==> src/design/ntps_pkg.sv <==
// ---------------------------------------------------------------------------
// ntps_pkg: shared types and constants for the nearest track point search
// Field widths, request codes, beat structs and reset values used by the
// distance front end, the square-root cells and the top level.
// ---------------------------------------------------------------------------
`default_nettype none

package ntps_pkg;

    // Field widths
    localparam int COORD_W       = 20;
    localparam int POINT_W       = 2 * COORD_W;
    localparam int MAX_DIST_W    = 13;
    localparam int FRAC_W        = 8;
    localparam int DIST_W        = 21;
    localparam int MATCH_INDEX_W = 10;
    localparam int SQ_W          = 2 * COORD_W + 2;
    localparam int ROOT_W        = 21;

    // Defaults
    localparam int                    TRACK_DEPTH_DEF = 1024;
    localparam logic [MAX_DIST_W-1:0] MAX_DIST_RESET  = 13'd5000;

    // Request codes (code 3 is unused and ignored)
    typedef enum logic [1:0] {
        REQ_APPEND = 2'd0,
        REQ_QUERY  = 2'd1,
        REQ_CLEAR  = 2'd2
    } t_req_type;

    // Input beat
    typedef struct packed {
        logic [1:0]         req_type;
        logic [COORD_W-1:0] coord_x;
        logic [COORD_W-1:0] coord_y;
    } t_req;

    // Result beat
    typedef struct packed {
        logic                     match_found;
        logic [MATCH_INDEX_W-1:0] match_index;
        logic [DIST_W-1:0]        match_distance;
    } t_result;

    // Scan control travelling with a point read
    typedef struct packed {
        logic valid;
        logic last;
    } t_scan_ctl;

    // Beat handed along the square-root chain
    typedef struct packed {
        logic              valid;
        logic              last;
        logic [SQ_W-1:0]   rem;
        logic [ROOT_W-1:0] root;
    } t_sqrt_beat;

endpackage

`default_nettype wire

==> src/design/ntps_dist.sv <==
// ---------------------------------------------------------------------------
// ntps_dist: squared distance front end
// Three registered stages: absolute differences, squares, sum. Emits one
// beat into the square-root chain per point read.
// ---------------------------------------------------------------------------
`default_nettype none

module ntps_dist (
    input  wire logic                          i_clk,
    input  wire logic                          i_rst_n,
    input  wire ntps_pkg::t_scan_ctl           i_ctl,
    input  wire logic [ntps_pkg::POINT_W-1:0]  i_point,
    input  wire logic [ntps_pkg::COORD_W-1:0]  i_key_x,
    input  wire logic [ntps_pkg::COORD_W-1:0]  i_key_y,
    output ntps_pkg::t_sqrt_beat               o_beat
);

    import ntps_pkg::*;

    t_scan_ctl            r_ctl1;
    t_scan_ctl            r_ctl2;
    logic [COORD_W-1:0]   r_dx;
    logic [COORD_W-1:0]   r_dy;
    logic [2*COORD_W-1:0] r_sqx;
    logic [2*COORD_W-1:0] r_sqy;
    logic [COORD_W-1:0]   w_px;
    logic [COORD_W-1:0]   w_py;
    logic [COORD_W-1:0]   n_dx;
    logic [COORD_W-1:0]   n_dy;

    // Split the stored point: y high, x low
    assign w_px = i_point[COORD_W-1:0];
    assign w_py = i_point[POINT_W-1:COORD_W];

    // Absolute differences
    always_comb begin
        n_dx = (i_key_x >= w_px) ? (i_key_x - w_px) : (w_px - i_key_x);
        n_dy = (i_key_y >= w_py) ? (i_key_y - w_py) : (w_py - i_key_y);
    end

    // Advance payload (differences, squares, sum) and control flags
    always_ff @(posedge i_clk) begin
        r_dx        <= n_dx;
        r_dy        <= n_dy;
        r_sqx       <= r_dx * r_dx;
        r_sqy       <= r_dy * r_dy;
        o_beat.rem  <= SQ_W'(r_sqx) + SQ_W'(r_sqy);
        o_beat.root <= '0;
        if (!i_rst_n) begin
            r_ctl1       <= '0;
            r_ctl2       <= '0;
            o_beat.valid <= 1'b0;
            o_beat.last  <= 1'b0;
        end else begin
            r_ctl1       <= i_ctl;
            r_ctl2       <= r_ctl1;
            o_beat.valid <= r_ctl2.valid;
            o_beat.last  <= r_ctl2.last;
        end
    end

endmodule

`default_nettype wire

==> config.mk <==
export PLATFORM = sky130hd
export DESIGN_NAME = ntps_dist
export DESIGN_NICKNAME = d
export VERILOG_FILES = /design/src/design/ntps_pkg.sv /design/src/design/ntps_dist.sv
export SDC_FILE = /design/constraint.sdc
export NUM_CORES = 2
export LEC_CHECK = 0
export BUFFER_PORTS_ARGS = -buffer_cell sky130_fd_sc_hd__buf_2
export CAP_MARGIN = 0
export CORE_ASPECT_RATIO = 0.8
export CORE_MARGIN = 2
export CORE_UTILIZATION = 65
export CTS_BUF_LIST = sky130_fd_sc_hd__clkbuf_4 sky130_fd_sc_hd__clkbuf_8
export CTS_CLUSTER_SIZE = 16
export DETAILED_ROUTE_END_ITERATION = 8
export PLACE_DENSITY = 0.95
export SLEW_MARGIN = 15
export SYNTH_ARGS = -nofsm -noshare
export SYNTH_HDL_FRONTEND = slang
export SYNTH_SLANG_ARGS = --single-unit
==> constraint.sdc <==
create_clock -name i_clk -period 20.8 [get_ports i_clk]
set_input_delay 1.04 -clock i_clk [delete_from_list [all_inputs] [get_ports i_clk]]
set_output_delay 1.04 -clock i_clk [all_outputs]
set_load 0.05 [all_outputs]
Yosys cells after proc, flatten, opt, wreduce, memory -nomap -nowiden
Cells that the tools add are included.
{ "op_classes": {"addsub": 5, "n_mul": 2, "order_cmp": 2, "n_mux": 2} }
{ "op_table": {"columns": ["cell", "n"], "rows": [
  ["multiplier 20 x 20 -> 40 bit", 2],
  ["subtractor 20 bit", 4],
  ["adder 40 x 40 -> 41 bit", 1],
  ["greater-or-equal comparator 20 bit", 2],
  ["2-to-1 mux 20 bit", 2]
]} }
{ "word_totals": {"regBits": 167, "in_bits": 84, "out_inout_bits": 65, "word_cells": 22} }

Depth between registers and ports, before layout
{ "logic_depth": {"depth_word": 2, "depth_mapped": 28, "depth_no_buf": 26} }

Least setup slack after synthesis
Ideal clock, no wire load.
{ "synth_timing": {"kind": "reg-to-reg", "startpoint": "register r_dx[8]", "endpoint": "register r_sqx[36]", "setup_ns": 0.072, "arrival_ns": 6.697, "slack_ns": 14.032, "stages_incl_launch_ff": 24, "path_buffers": 2, "synth_period_minus_slack_ns": 6.768, "cell_sequence": "dfxtp_1 clkbuf_1 clkbuf_1 nand2_1 fa_1 inv_1 fa_1 fa_1 fa_1 inv_1 fa_1 inv_1 fa_1 fa_1 ha_1 and3_1 o211ai_1 a2111oi_4 nor2_2 o221a_4 a21oi_2 a211oi_2 o41ai_2 xor2_1"} }
{ "synth_between": {"elab_chain_cells": 1} }
{ "synth_lines": {"columns": ["element", "line", "rtl"], "rows": [
  ["from (decl)", "ntps_dist.sv:22", "logic [COORD_W-1:0] r_dx;"],
  ["from (signal assigned)", "ntps_dist.sv:43", "r_dx <= n_dx;"],
  ["multiplier 20 x 20 -> 40 bit", "ntps_dist.sv:45", "r_sqx <= r_dx * r_dx;"],
  ["to (signal assigned)", "ntps_dist.sv:45", null],
  ["to (decl)", "ntps_dist.sv:24", "logic [2*COORD_W-1:0] r_sqx;"]
]} }
Every way passes these cells.
A chain may end at the register's enable or synchronous reset.

Worst setup path after layout
{ "layout_timing": {"startpoint": "register r_dy[2]", "endpoint": "register r_sqy[39]"} }
{ "layout_between": {"elab_chain_cells": 1} }
{ "layout_lines": {"columns": ["element", "line", "rtl"], "rows": [
  ["from (decl)", "ntps_dist.sv:23", "logic [COORD_W-1:0] r_dy;"],
  ["from (signal assigned)", "ntps_dist.sv:44", "r_dy <= n_dy;"],
  ["multiplier 20 x 20 -> 40 bit", "ntps_dist.sv:46", "r_sqy <= r_dy * r_dy;"],
  ["to (signal assigned)", "ntps_dist.sv:46", null],
  ["to (decl)", "ntps_dist.sv:25", "logic [2*COORD_W-1:0] r_sqy;"]
]} }
Every way passes these cells.

==> results by group <==
Floorplan
  – Site Rows: 73
  – Die area: 51610 um2
  – Starting Density: roughly two thirds
  – Die height: ~200 um
  – IO Count: 149
  – Die X: between 200 and 300 um
  – Core area: 49410 um2

Timing
  – Worst Skew: approximately 0.025 ns
  – Final period util: about two fifths
  – Final Slew Violations: 0
  – RSZ-0062 raised after global routing: false
  – Final hold vios: 0
  – Total negative slack: 0 ns
  – Worst-Margin Slew: 1.102 ns
  – Final Critical Period: roughly 8.2 ns
  – Relative slew margins: between 20% and 30%
  – Endpoints failing setup: 0
  – Max Freq: 122.2 MHz

Synth
  – Seq cells post-synth: about 170
  – Post-synth EDFFs: 0
  – Synth cell types: 88
  – Async SR Flop Fraction: 0%
  – Post-Syn Area: 32370 um2
  – Syn Inst Count: about 3.6k
  – Sequential share of the synthesized area: between 10% and 20%
  – Synth top area share: 34.76%
  – Most frequent cell after synthesis: inv_1
  – Synth cell count leaders: inv_1, fa_1, ha_1, nand2_1, dfxtp_1
  – Synth Warn #: 0
  – Synth Area per Inst: ~9.1 um2
  – Area contributors post-synth: fa_1, ha_1, dfxtp_1
  – Post-synth top flop: dfxtp_1
  – Yosys top cell by area: fa_1

Global routing
  – Total grt overflow: 0
  – Via count of the first global-routing pass: 26.88k
  – First-pass GRT wire length: 128200 um
  – Largest net degree at the start of global routing: 25
  – Initial antenna violation count: 5
  – Tot GR Track Use: 31.13%

Cells and area
  – Antenna Diode Count: 0
  – Fraction of layout cells with a size suffix above 1: around 5.7%
  – Finished Layout Cells: 4283
  – Area grow syn2layout: 4.136%
  – Fin nets: 4666
  – FILL cells: 3351

Setup path
  – Critical Path, Cell by Cell: nand2_1 > inv_1 > fa_1 > ha_1 > a21o_1 > fa_1 > fa_1 > inv_1 > fa_1 > inv_1 > fa_1 > fa_1 > ha_1 > a21oi_1 > o21ai_1 > o21ai_0 > a21oi_1 > o21ai_1 > a2111oi_0 > o311ai_1 > a21oi_1 > a31oi_1
  – Largest delay contributor family on the critical path: adder cells
  – Critical path endpoint category: register
  – Critical Path AT: about 8.6 ns
  – Worst-path fanout max: 22
  – Worst setup path start: r_dy[2]
  – Worst r2r src: r_dy[2]
  – Kind of critical path: register to register
  – Max stage delay on crit path: ~0.95 ns
  – WP buf/inv: 3
  – Levels on crit path: 22
  – Max stage delay cell, worst path: dfxtp_1
  – Worst R2R Path Depth: 22
  – Most used cell, CP: fa_1
  – Worst Setup Start Kind: register
  – Flop2flop setup slack: approximately 13 ns
  – Worst Path Required: 21.22 ns

Routing
  – Routed Antenna Nets: 0
  – DR pass1 iterations: 7
  – Drt total wl: roughly 77000 um
  – DRT iter0 DRCs: ~2.5k
  – Per-cell routed wire length: 17.93 um
  – DR vias: approximately 25k
  – DRC viols: 0
  – Via-to-Cell Ratio: between 5 and 6

Clocking
  – H-tree depth: 4
  – Post-CTS Repair Setup Buffers: 0
  – Clk sink count: around 170
  – Clock buffer depth: 2
  – TritonCTS Buffers: 17
  – Clock latency on the worst-skew pair: between 0.5 and 0.6 ns
  – Clock slew at reported path FFs: 0.12 ns
  – CTS root buffer: clkbuf_8
  – # resized after CTS: 0
  – CTS tree: built
  – Hold buffers post-CTS: 0

Worst hold path
  – Hold crit path type: register to register
  – Worst hold stages: 1
  – Min-delay src: r_ctl1[1]

Flow run
  – Max cap viols: 0

Placement
  – Post-DP HPWL: ~63000 um
  – IO Port Bufs: ~130
  – Placed Cells: approximately 4.3k
  – Routability Congestion: around 0.96

Status
  – Status: finished clean
-- layout make-up --
class / count / area, um2 / area share, %
multi-input combinational: 2443 / 25340 / 75.18
tap: 675 / 844.6 / 2.506
clock buffer: 17 / 234.0 / 0.6941
clock inverter: 14 / 162.7 / 0.4826
timing repair buffer: 133 / 683.2 / 2.027
inverter: 836 / 3138 / 9.310
sequential: 165 / 3303 / 9.800
-- per-stage QoR --
step / setup WS [ns] / utilization (%) / hold slack, ns / cell area, um2
finish: 12.62 / 68.21 / 0.4484 / 33710
global route: 12.41 / 68.21 / 0.4545 / 33710
CTS: 13.00 / 68.21 / 0.4471 / 33710
detailed placement: 13.10 / 67.41 / 0.4121 / 33310
global placement: 13.46 / 67.41 / 0.4081 / 33310
floorplan: 14.03 / - / 0.3585 / 32450
-- metal layers --
metal	global-route usage [%]	vias to the layer above	wire, um	share of wire (%)
li1	-	11110	-	-
met1	39.40	12340	29010	38
met2	51.44	1387	37000	48
met3	6.828	322	7513	9.8
met4	13.88	2	3267	4.3
met5	0	-	9	0.012
-- cells by family after synthesis --
group	count (synthesis)	synth area share, %
AOI/OAI and AO/OA	507	10.62
DFF	165	10.20
other	1	0.01159
and+or+nand+nor	735	10.97
buffers and inverters	984	11.75
xor gates and xnor gates	176	4.762
adders and majority gates	987	51.18
muxes	16	0.5064
-- flip-flops by register name, summed over array words and instances, names as in the netlist --
name / count
r_ctl1: 2
r_ctl2: 2
r_dx: 20
o_beat: 43
r_dy: 20
r_sqx: 39
r_sqy: 39
-- worst paths after layout --
check | to
setup / recovery | r_sqy[39]
hold / removal | r_ctl2[1]
setup reg to reg | r_sqy[39]
hold reg to reg | r_ctl2[1]
-- layout by cell type (no fill, tap or decap), types with 5 or more instances in the layout --
cell type | synthesis | final
xnor2_1 | 113 | 113
a31oi_1 | 17 | 17
and3_1 | 13 | 13
nand4_1 | 25 | 25
a21oi_1 | 161 | 161
nor4_1 | 6 | 6
or2_2 | 5 | 5
a211oi_1 | 19 | 19
or3_1 | 6 | 6
fa_1 | 562 | 562
nor2_1 | 99 | 99
dfxtp_1 | 165 | 165
nand2_1 | 316 | 316
o21ai_0 | 56 | 56
a221oi_1 | 11 | 11
inv_1 | 835 | 835
o21bai_1 | 33 | 33
o21ai_1 | 20 | 20
o2111ai_1 | 5 | 5
nor3_1 | 22 | 22
o211ai_1 | 22 | 22
ha_1 | 424 | 424
nand3_1 | 30 | 30
mux2i_1 | 13 | 13
nand2b_1 | 17 | 17
xor2_1 | 63 | 63
o21a_1 | 16 | 16
clkbuf_8 | 0 | 17
nor2b_1 | 32 | 32
o31ai_1 | 8 | 8
conb_1 | 1 | 22
buf_2 | 21 | 126
and2_1 | 145 | 145
buf_4 | 22 | 7
a21o_1 | 72 | 72
Power is left out: the tool's default activity adds up to more than one toggle a clock period on the data nets, which glitch-free logic cannot reach.
