`config.mk`:
```
export PLATFORM = sky130hd
export DESIGN_NAME = ntps_sqrt_cell
export DESIGN_NICKNAME = d
export VERILOG_FILES = /design/src/design/ntps_pkg.sv /design/src/design/ntps_sqrt_cell.sv
export SDC_FILE = /design/constraint.sdc
export NUM_CORES = 1
export LEC_CHECK = 0
export ABC_CLOCK_PERIOD_IN_PS = 3700
export BUFFER_PORTS_ARGS = -buffer_cell sky130_fd_sc_hd__buf_4
export CAP_MARGIN = 40
export CORE_ASPECT_RATIO = 0.5
export CORE_MARGIN = 10
export CORE_UTILIZATION = 50
export CTS_BUF_LIST = sky130_fd_sc_hd__clkbuf_4
export DETAILED_ROUTE_END_ITERATION = 10
export GPL_ROUTABILITY_DRIVEN = 0
export PLACE_DENSITY = 0.82
export SETUP_SLACK_MARGIN = 0.05
export SLEW_MARGIN = 15
export SYNTH_ARGS = -nofsm -noshare
export SYNTH_HDL_FRONTEND = slang
export SYNTH_SLANG_ARGS = --single-unit
```
`constraint.sdc`:
```
create_clock -name i_clk -period 3.7 [get_ports i_clk]
set_clock_uncertainty 0.1 [all_clocks]
set_input_delay 0.74 -clock i_clk [delete_from_list [all_inputs] [get_ports i_clk]]
set_output_delay 0.74 -clock i_clk [all_outputs]
set_load 0.005 [all_outputs]
```
`src/design/ntps_pkg.sv`:
```
// ---------------------------------------------------------------------------
// ntps_pkg: shared types and constants for the nearest track point search
// Field widths, request codes, beat structs and reset values used by the
// distance front end, the square-root cells and the top level.
// ---------------------------------------------------------------------------
`default_nettype none

package ntps_pkg;

    // Field widths
    localparam int COORD_W       = 20;
    localparam int POINT_W       = 2 * COORD_W;
    localparam int MAX_DIST_W    = 13;
    localparam int FRAC_W        = 8;
    localparam int DIST_W        = 21;
    localparam int MATCH_INDEX_W = 10;
    localparam int SQ_W          = 2 * COORD_W + 2;
    localparam int ROOT_W        = 21;

    // Defaults
    localparam int                    TRACK_DEPTH_DEF = 1024;
    localparam logic [MAX_DIST_W-1:0] MAX_DIST_RESET  = 13'd5000;

    // Request codes (code 3 is unused and ignored)
    typedef enum logic [1:0] {
        REQ_APPEND = 2'd0,
        REQ_QUERY  = 2'd1,
        REQ_CLEAR  = 2'd2
    } t_req_type;

    // Input beat
    typedef struct packed {
        logic [1:0]         req_type;
        logic [COORD_W-1:0] coord_x;
        logic [COORD_W-1:0] coord_y;
    } t_req;

    // Result beat
    typedef struct packed {
        logic                     match_found;
        logic [MATCH_INDEX_W-1:0] match_index;
        logic [DIST_W-1:0]        match_distance;
    } t_result;

    // Scan control travelling with a point read
    typedef struct packed {
        logic valid;
        logic last;
    } t_scan_ctl;

    // Beat handed along the square-root chain
    typedef struct packed {
        logic              valid;
        logic              last;
        logic [SQ_W-1:0]   rem;
        logic [ROOT_W-1:0] root;
    } t_sqrt_beat;

endpackage

`default_nettype wire

```
`src/design/ntps_sqrt_cell.sv`:
```
// ---------------------------------------------------------------------------
// ntps_sqrt_cell: one digit of the pipelined integer square root
// Decides root bit BIT by a trial subtract of the remainder and hands the
// updated remainder and partial root to the next cell.
// ---------------------------------------------------------------------------
`default_nettype none

module ntps_sqrt_cell #(
    parameter int BIT = 0
) (
    input  wire logic                 i_clk,
    input  wire logic                 i_rst_n,
    input  wire ntps_pkg::t_sqrt_beat i_beat,
    output ntps_pkg::t_sqrt_beat      o_beat
);

    import ntps_pkg::*;

    localparam logic [SQ_W-1:0]   SQ_BIT   = SQ_W'(1) << (2 * BIT);
    localparam logic [ROOT_W-1:0] ROOT_BIT = ROOT_W'(1) << BIT;

    logic [SQ_W-1:0]   w_trial;
    logic              w_fits;
    logic [SQ_W-1:0]   n_rem;
    logic [ROOT_W-1:0] n_root;

    // Trial value (2R + 2^BIT) * 2^BIT; partial root has no bits at or below BIT
    always_comb begin
        w_trial = (SQ_W'(i_beat.root) << (BIT + 1)) | SQ_BIT;
        w_fits  = (i_beat.rem >= w_trial);
        n_rem   = w_fits ? (i_beat.rem - w_trial) : i_beat.rem;
        n_root  = w_fits ? (i_beat.root | ROOT_BIT) : i_beat.root;
    end

    // Advance remainder, root and control flags
    always_ff @(posedge i_clk) begin
        o_beat.rem  <= n_rem;
        o_beat.root <= n_root;
        if (!i_rst_n) begin
            o_beat.valid <= 1'b0;
            o_beat.last  <= 1'b0;
        end else begin
            o_beat.valid <= i_beat.valid;
            o_beat.last  <= i_beat.last;
        end
    end

endmodule

`default_nettype wire

```
# Word level (Yosys, flattened, before mapping)
# Cells that the tools add are included.
[totals] register_bits=65 in_bits=67 wordCells=8
[classes] n_addsub=1 order_cmp=1 n_mux=1
[op_table] op="$ge 42x22->1" count=1
[op_table] op="$mux 42" count=1
[op_table] op="$sub 42x22->42" count=1

# Logic depth before layout (Yosys ltp)
# Gate-level depths: netlist of the first run.
[depth] word_depth=2 depth_mapped=11 mapped_depth_nobuf=10

# Worst setup path before layout of the first run
# Ideal clock, no wire load.
[synth_timing] path_kind="input to register" start="input port i_beat[22] in the netlist's numbering" end="register o_beat[56] in the netlist's numbering" setup_time_ns=0.072 arrival_ns=2.784 t_required_ns=3.528 slack_ns=0.745 cell_stages=10 path_buffers=1 path_cell_list="inv_1 fa_1 nand2b_1 a21oi_1 o21ai_0 a2111oi_4 o31ai_1 buf_6 nor4_2 xor2_1"
[synth_between] elab_chain_len=2 elab_cells_between_ends=3 classes_between="add/sub: 1; order compare: 1; mux: 1"
[synth_lines] item="start: declaration" line="ntps_sqrt_cell.sv:13" source="input wire ntps_pkg::t_sqrt_beat i_beat,"
[synth_lines] item="$sub 42x22->42 / $ge 42x22->1 (equally long branches)" line="ntps_sqrt_cell.sv:31, ntps_sqrt_cell.sv:30"
[synth_lines] item="$mux 42 (*)" line="ntps_sqrt_cell.sv:31" source="n_rem = w_fits ? (i_beat.rem - w_trial) : i_beat.rem;"
[synth_lines] item="named net n_rem[35]" line="ntps_sqrt_cell.sv:24" source="logic [SQ_W-1:0] n_rem;"
[synth_lines] item="end: declaration" line="ntps_sqrt_cell.sv:14" source="output ntps_pkg::t_sqrt_beat o_beat"
# Mark *: on every way through the listed nets, which the timed path passes. The rest lies on a longest branch.
# A chain may end at the register's enable or synchronous reset.

# Final worst setup path of the first run
[layout_timing] start="input port i_beat[21] in the netlist's numbering" end="register o_beat[62] in the netlist's numbering"
# Same word-level chain as after synthesis.

==> qor.yml, run 1 <==
drtIter0Drc: 226
core-area_um2: 6281
drt.antenna.violating_nets: 0
grt_pass1_vias: 3071
worstPathArrival_ns: 3.31
via_per_inst: 5.181
initial_core_util_pct: 53.41
route.detailed.drc: 0
top_layer_used: "met4"
seqPwrFrac_pct: 48.1
crit_type: "input port to register"
top_regs: "o_beat (65)"
synth.area.top_cells: "dfxtp_1 39%, ha_1 8.2%, xor2_1 8.1%"
via_count: 3150
tightest_slew_ns: 0.6755
antenna_found_initial: 0
wl_met3_mm: 1.033
cts.sinks: 65
maxSlewHeadroom_pct: 54.38
placed_area_um2: 4424
avgSynthCellArea_um2: 8.736
cts_hold_buf: 0
period_share_pct: 82.52
p_sw_mw: 0.5047
instances_no_fill: 608
cpMaxStageDelayCell: "a2111oi_4"
cp_slowest_stage_delay_ns: 0.52
crit_fanout: 11
area_delta_synth_final_pct: 35.02
postCtsSetupRepairBufs: 0
yosysMostFrequentCell: "dfxtp_1"
clock-root-buffer: "clkbuf_4"
final-hold-violation-count: 0
final-seq-area_um2: 1301
grt_max_degree: 43
combinationalPowerShare_pct: 29.1
synthSimpleGateAreaFrac_pct: 18.87
die_w_um: 135.8
cts_max_level: 3
rsz0062_at_grt: "false"
synth_fp_nets: 474
muxShareOfSynthArea_pct: 0.6714
internal-power_mw: 1.161
cp.required_ns: 3.96
hold_path.class: "input port to register"
grt_pass1_wl_mm: 14.57
synthFlopType: "dfxtp_1"
yosysTopAreaCellShare_pct: 38.79
swShare_pct: 30.29
largest-register: "o_beat"
gr-total-overflow: 0
grt_usage_pct: 16.84
drive_gt1_share_pct: 30.77
numCtsBuffers: 9
multi_input_area_um2: 1863
clockBufferDepth: 2
dp_cells: 592
synth_compound_area_share_pct: 16.82
cts_resized: 0
synth-xor-area-share_pct: 10.18
first_pass_iters: 5
largest_reg_flops: 65
hpwl_mm: 7.468
end_kind: "register"
postRouteWirelength_mm: 9.098
nFillCells: 523
ys_ff_latch: 65
wl_met1_mm: 3.796
critPathLaunch: "i_beat[21]"
period_minus_slack_ns: 3.053
wl_met2_mm: 4.181
clk_pin_slew_ns: 0.11
rows: 20
io-pin-count: 132
ys_warn_count: 0
async_flop_share_pct: 0
die-height_um: 77.92
io_buffers: 131
fin_nets: 605
cts_tree: "yes"
synth_fa_ha_area_share_pct: 8.803
clkPwrFrac_pct: 22.8
synth_area_leader_cell: "dfxtp_1"
final_area_um2: 4529
avgRoutedWirePerCell_um: 14.96
leakage_nw: 2.107
ys_seq_area_share_pct: 38.79
synth_common_cells: "65 x dfxtp_1, 39 x nand2_1, 32 x inv_1"
die-area_um2: 10580
yosysUniqueCellTypes: 49
startpoint_type: "input port"
critical_path.cell_chain: "buf_4, inv_1, fa_1, nand2b_1, a21oi_1, o21ai_0, a2111oi_4, o31ai_1, buf_4, nor4_1, xor2_1"
endpoint: "o_beat[62]$_DFF_P_"
ir_worst_vdd_v: 0.0002452
syn-instance-count: 384
max_freq_ghz: 0.3275
synth-edff-count: 0
setup_viol: 0
power_density_nw_per_um2: 367.9
fin_setup_tns_ns: 0
cp_common_cell: "buf_4"
drv_slew: 0
syn_area_um2: 3354
synth_top_family_by_area: "simple AND/OR/NAND/NOR gates"
n_antenna_cell: 0
status: "finished clean"
drv_cap: 0
[power groups by stage]
stage	clock network, mW	logic, mW	registers [mW]
after global placement	0	0.480	0.816
final	0.379	0.485	0.802
after CTS	0.393	0.489	0.802
after detailed placement	0	0.486	0.818
after global routing	0.425	0.535	0.809
after floorplan	0	0.225	0.829
[cell usage in the layout (no fill, tap or decap), drive strengths merged, types with 3 or more instances in the layout]
| cell type | instances |
|---|---|
| a21o | 6 |
| a21oi | 25 |
| and2 | 4 |
| buf | 135 |
| clkbuf | 9 |
| clkinv | 5 |
| dfxtp | 65 |
| ha | 22 |
| inv | 33 |
| nand2 | 39 |
| nand2b | 4 |
| nand3 | 6 |
| nand4 | 8 |
| nor2 | 18 |
| nor3 | 11 |
| nor4 | 12 |
| o211ai | 5 |
| o21ai | 29 |
| o21bai | 3 |
| o31ai | 5 |
| or2 | 3 |
| or3 | 4 |
| or4 | 4 |
| xnor2 | 8 |
| xor2 | 31 |
[worst max-delay path: cells and delay by family]
kind,cells,cell delay (ns)
compound gates,4,1.06
xor+xnor,1,0.16
fa+ha+maj,1,0.41
buf+inv,3,0.37
simple gates,2,0.55
[worst min path at each step]
stage                     depth (start not counted)  slack [ns]            endpoint        from
after floorplan                                   0        0.67  o_beat[10]$_DFF_P_  i_beat[10]
after global placement                            1        0.75  o_beat[16]$_DFF_P_  i_beat[16]
after detailed placement                          1        0.75  o_beat[15]$_DFF_P_  i_beat[15]
after CTS                                         1        0.30  o_beat[15]$_DFF_P_  i_beat[15]
after global routing                              1        0.29   o_beat[1]$_DFF_P_   i_beat[1]
final                                             1        0.32  o_beat[10]$_DFF_P_  i_beat[10]
[cell families after synthesis]
group,after synthesis
adder cells (fa/ha/maj),23
AO/OA/AOI/OAI,88
buffers and inverters,48
AND/OR/NAND/NOR,119
XOR/XNOR,39
flip-flops,65
multiplexers,2
[final cells by class]
cell class | instances | share of cell area [%]
repair buffers | 135 | 22.65
clock inverters | 7 | 0.8287
flip-flops and latches | 65 | 28.73
clock buffers | 9 | 1.492
inverters | 33 | 2.735
well taps | 88 | 2.431
multi-input cells | 271 | 41.13
[routing by layer]
layer / up-vias / track usage, %
met5: - / 0
met4: 0 / 4.487
met3: 11 / 8.676
met2: 116 / 26.88
met1: 1413 / 19.49
li1: 1610 / -
[stage by stage]
| stage | total power [mW] | worst slack [ns] | util (%) | hold WS (ns) |
|---|---|---|---|---|
| after floorplan | 1.054 | 0.7448 | - | 0.6677 |
| after global placement | 1.296 | 0.3563 | 70.44 | 0.7532 |
| after detailed placement | 1.304 | 0.2654 | 70.44 | 0.7549 |
| after CTS | 1.684 | 0.7087 | 72.11 | 0.2987 |
| after global routing | 1.769 | 0.5258 | 72.11 | 0.2920 |
| final | 1.666 | 0.6468 | 72.11 | 0.3228 |
(Power assumes the default switching activity.)
==> run 2: changes to the inputs <==
ABC_CLOCK_PERIOD_IN_PS = 2700   (was 3700)
CORE_UTILIZATION = 46   (was 50)
PLACE_DENSITY = 0.79   (was 0.82)
clock period = 2.7 ns   (was 3.7 ns; I/O delays follow)
==> qor.yml, run 2 (synthesis gave the netlist of run 1 again) <==
worstPathArrival_ns: 2.79  # -0.52 ns
postRouteWirelength_mm: 10.63  # +17%
clockBufferDepth: 2  # unchanged
hold_path.class: "input port to register"
io-pin-count: 132  # unchanged
maxSlewHeadroom_pct: 64.13  # +9.8 points
drt.antenna.violating_nets: 0  # unchanged
cts.sinks: 65  # unchanged
ir_worst_vdd_v: 0.0002888  # +18%
leakage_nw: 2.549  # +21%
setup_viol: 0  # unchanged
crit_type: "input port to register"
gr-total-overflow: 0  # unchanged
avgRoutedWirePerCell_um: 15.17  # +1.4%
tightest_slew_ns: 0.5351  # -0.1404 ns
critical_path.cell_chain: "buf_4, or4_1, nand2b_4, nor2_1, nand4b_1, buf_4, nor3_4, buf_12, mux2_1"
holdWs_ns: 0.1130  # -0.2098 ns
cp_top_family: "simple AND/OR/NAND/NOR gates"
route.detailed.drc: 0  # unchanged
die_w_um: 140.8  # +3.6%
cp_common_cell: "buf_4"
via_per_inst: 5.010  # -3.3%
grt_usage_pct: 18.63  # +1.8 points
final-seq-area_um2: 1301  # unchanged
die-area_um2: 11320  # +6.9%
period_share_pct: 95.37
startpoint_type: "input port"
worst-path-buf-inv: 3  # unchanged
grt_pass1_vias: 3578  # +17%
end_kind: "register"
nFillCells: 533  # +1.9%
drive_gt1_share_pct: 42.04  # +11 points
grt_max_degree: 21  # -51%
drv_cap: 0  # unchanged
io_buffers: 131  # unchanged
cts_max_level: 3  # unchanged
via_count: 3512  # +11%
cpMaxStageDelayCell: "or4_1"
grt_pass1_wl_mm: 17.00  # +17%
multi_input_area_um2: 1893  # +1.6%
largest_reg_flops: 65  # unchanged
finalPower_mw: 2.459  # +48%
cp_slowest_stage_delay_ns: 0.59  # +0.07 ns
final-hold-violation-count: 0  # unchanged
top_regs: "o_beat (65)"
hpwl_mm: 8.945  # +20%
final_common_cell: "buf_4"
numCtsBuffers: 9  # unchanged
rows: 21  # +5.0%
n_antenna_cell: 0  # unchanged
power_density_nw_per_um2: 470.0  # +28%
clk_pin_slew_ns: 0.11  # about the same
mostFrequentLayoutCells: "223 x buf_4, 65 x dfxtp_1, 39 x nand2_1"
cp.required_ns: 2.91  # -1.05 ns
max_freq_ghz: 0.3884
initial_core_util_pct: 48.73  # -4.7 points
clock-root-buffer: "clkbuf_4"
cts_hold_buf: 0  # unchanged
drtIter0Drc: 168  # -26%
rsz0062_at_grt: "false"
cts_tree: "yes"
drv_slew: 0  # unchanged
core-area_um2: 6884  # +9.6%
crit_fanout: 14  # +3
largest-register: "o_beat"
period_minus_slack_ns: 2.575
area_delta_synth_final_pct: 55.99
antenna_found_initial: 0  # unchanged
fin_nets: 694  # +15%
status: "finished clean"
die-height_um: 80.39  # +3.2%
first_pass_iters: 5  # unchanged
==> run 2: cell count changes in the layout (fill, tap and decap cells not counted), moves of 2 or more <==
cell / change
o21ai_1: +2
clkbuf_4: +2
buf_4: +89
o21ai_0: -3
clkinvlp_4: -2
a21oi_1: -2
a21oi_2: +2
==> run 2: repair_timing <==
item	in CTS	in global routing
buffers inserted	0	1
resized for setup	0	4
endpoints found under the setup margin	0	9
hold endpoints to repair	0	0
==> run 2: layer usage <==
layer / vias to the layer above / part of all wire, % / GRT usage [%]
met3: 12 / 9.1 / 7.927
met4: 0 / 1.3 / 6.557
li1: 1780 / - / -
met2: 126 / 48 / 31.51
met1: 1594 / 42 / 20.87
met5: - / 0 / 0
==> run 2: worst paths after layout <==
check                      start                  to  cells after the start
worst max-delay path  i_beat[50]  o_beat[34]$_DFF_P_                      9
worst min-delay path   i_beat[1]   o_beat[1]$_DFF_P_                      1
==> run 2: cell type report <==
cell class	count	area share [%]
clock buffer	11	1.578
clock inverter	5	0.4304
inverter	33	2.367
multi-input combinational	271	36.18
sequential	65	24.87
tap	92	2.200
timing repair buffer	224	32.38
==> run 2: metrics by stage <==
step / setup TNS [ns] / setup slack [ns] / util, % / std cells / cell area, um^2
global route: 0 / 0.05160 / 76.01 / 701 / 5233
finish: 0 / 0.1251 / 76.01 / 701 / 5233
CTS: 0 / 0.1576 / 75.83 / 700 / 5220
detailed placement: -7.255 / -0.3101 / 74.30 / 684 / 5115
floorplan: 0 / 0.03709 / - / 384 / 3383
global placement: -5.470 / -0.2618 / 74.30 / 684 / 5115
==> run 2: power by group <==
group	switching (mW)	internal (mW)	leakage [nW]
Sequential	0.0307	1.07	0.548
Combinational	0.364	0.455	1.94
Clock	0.341	0.199	0.0655
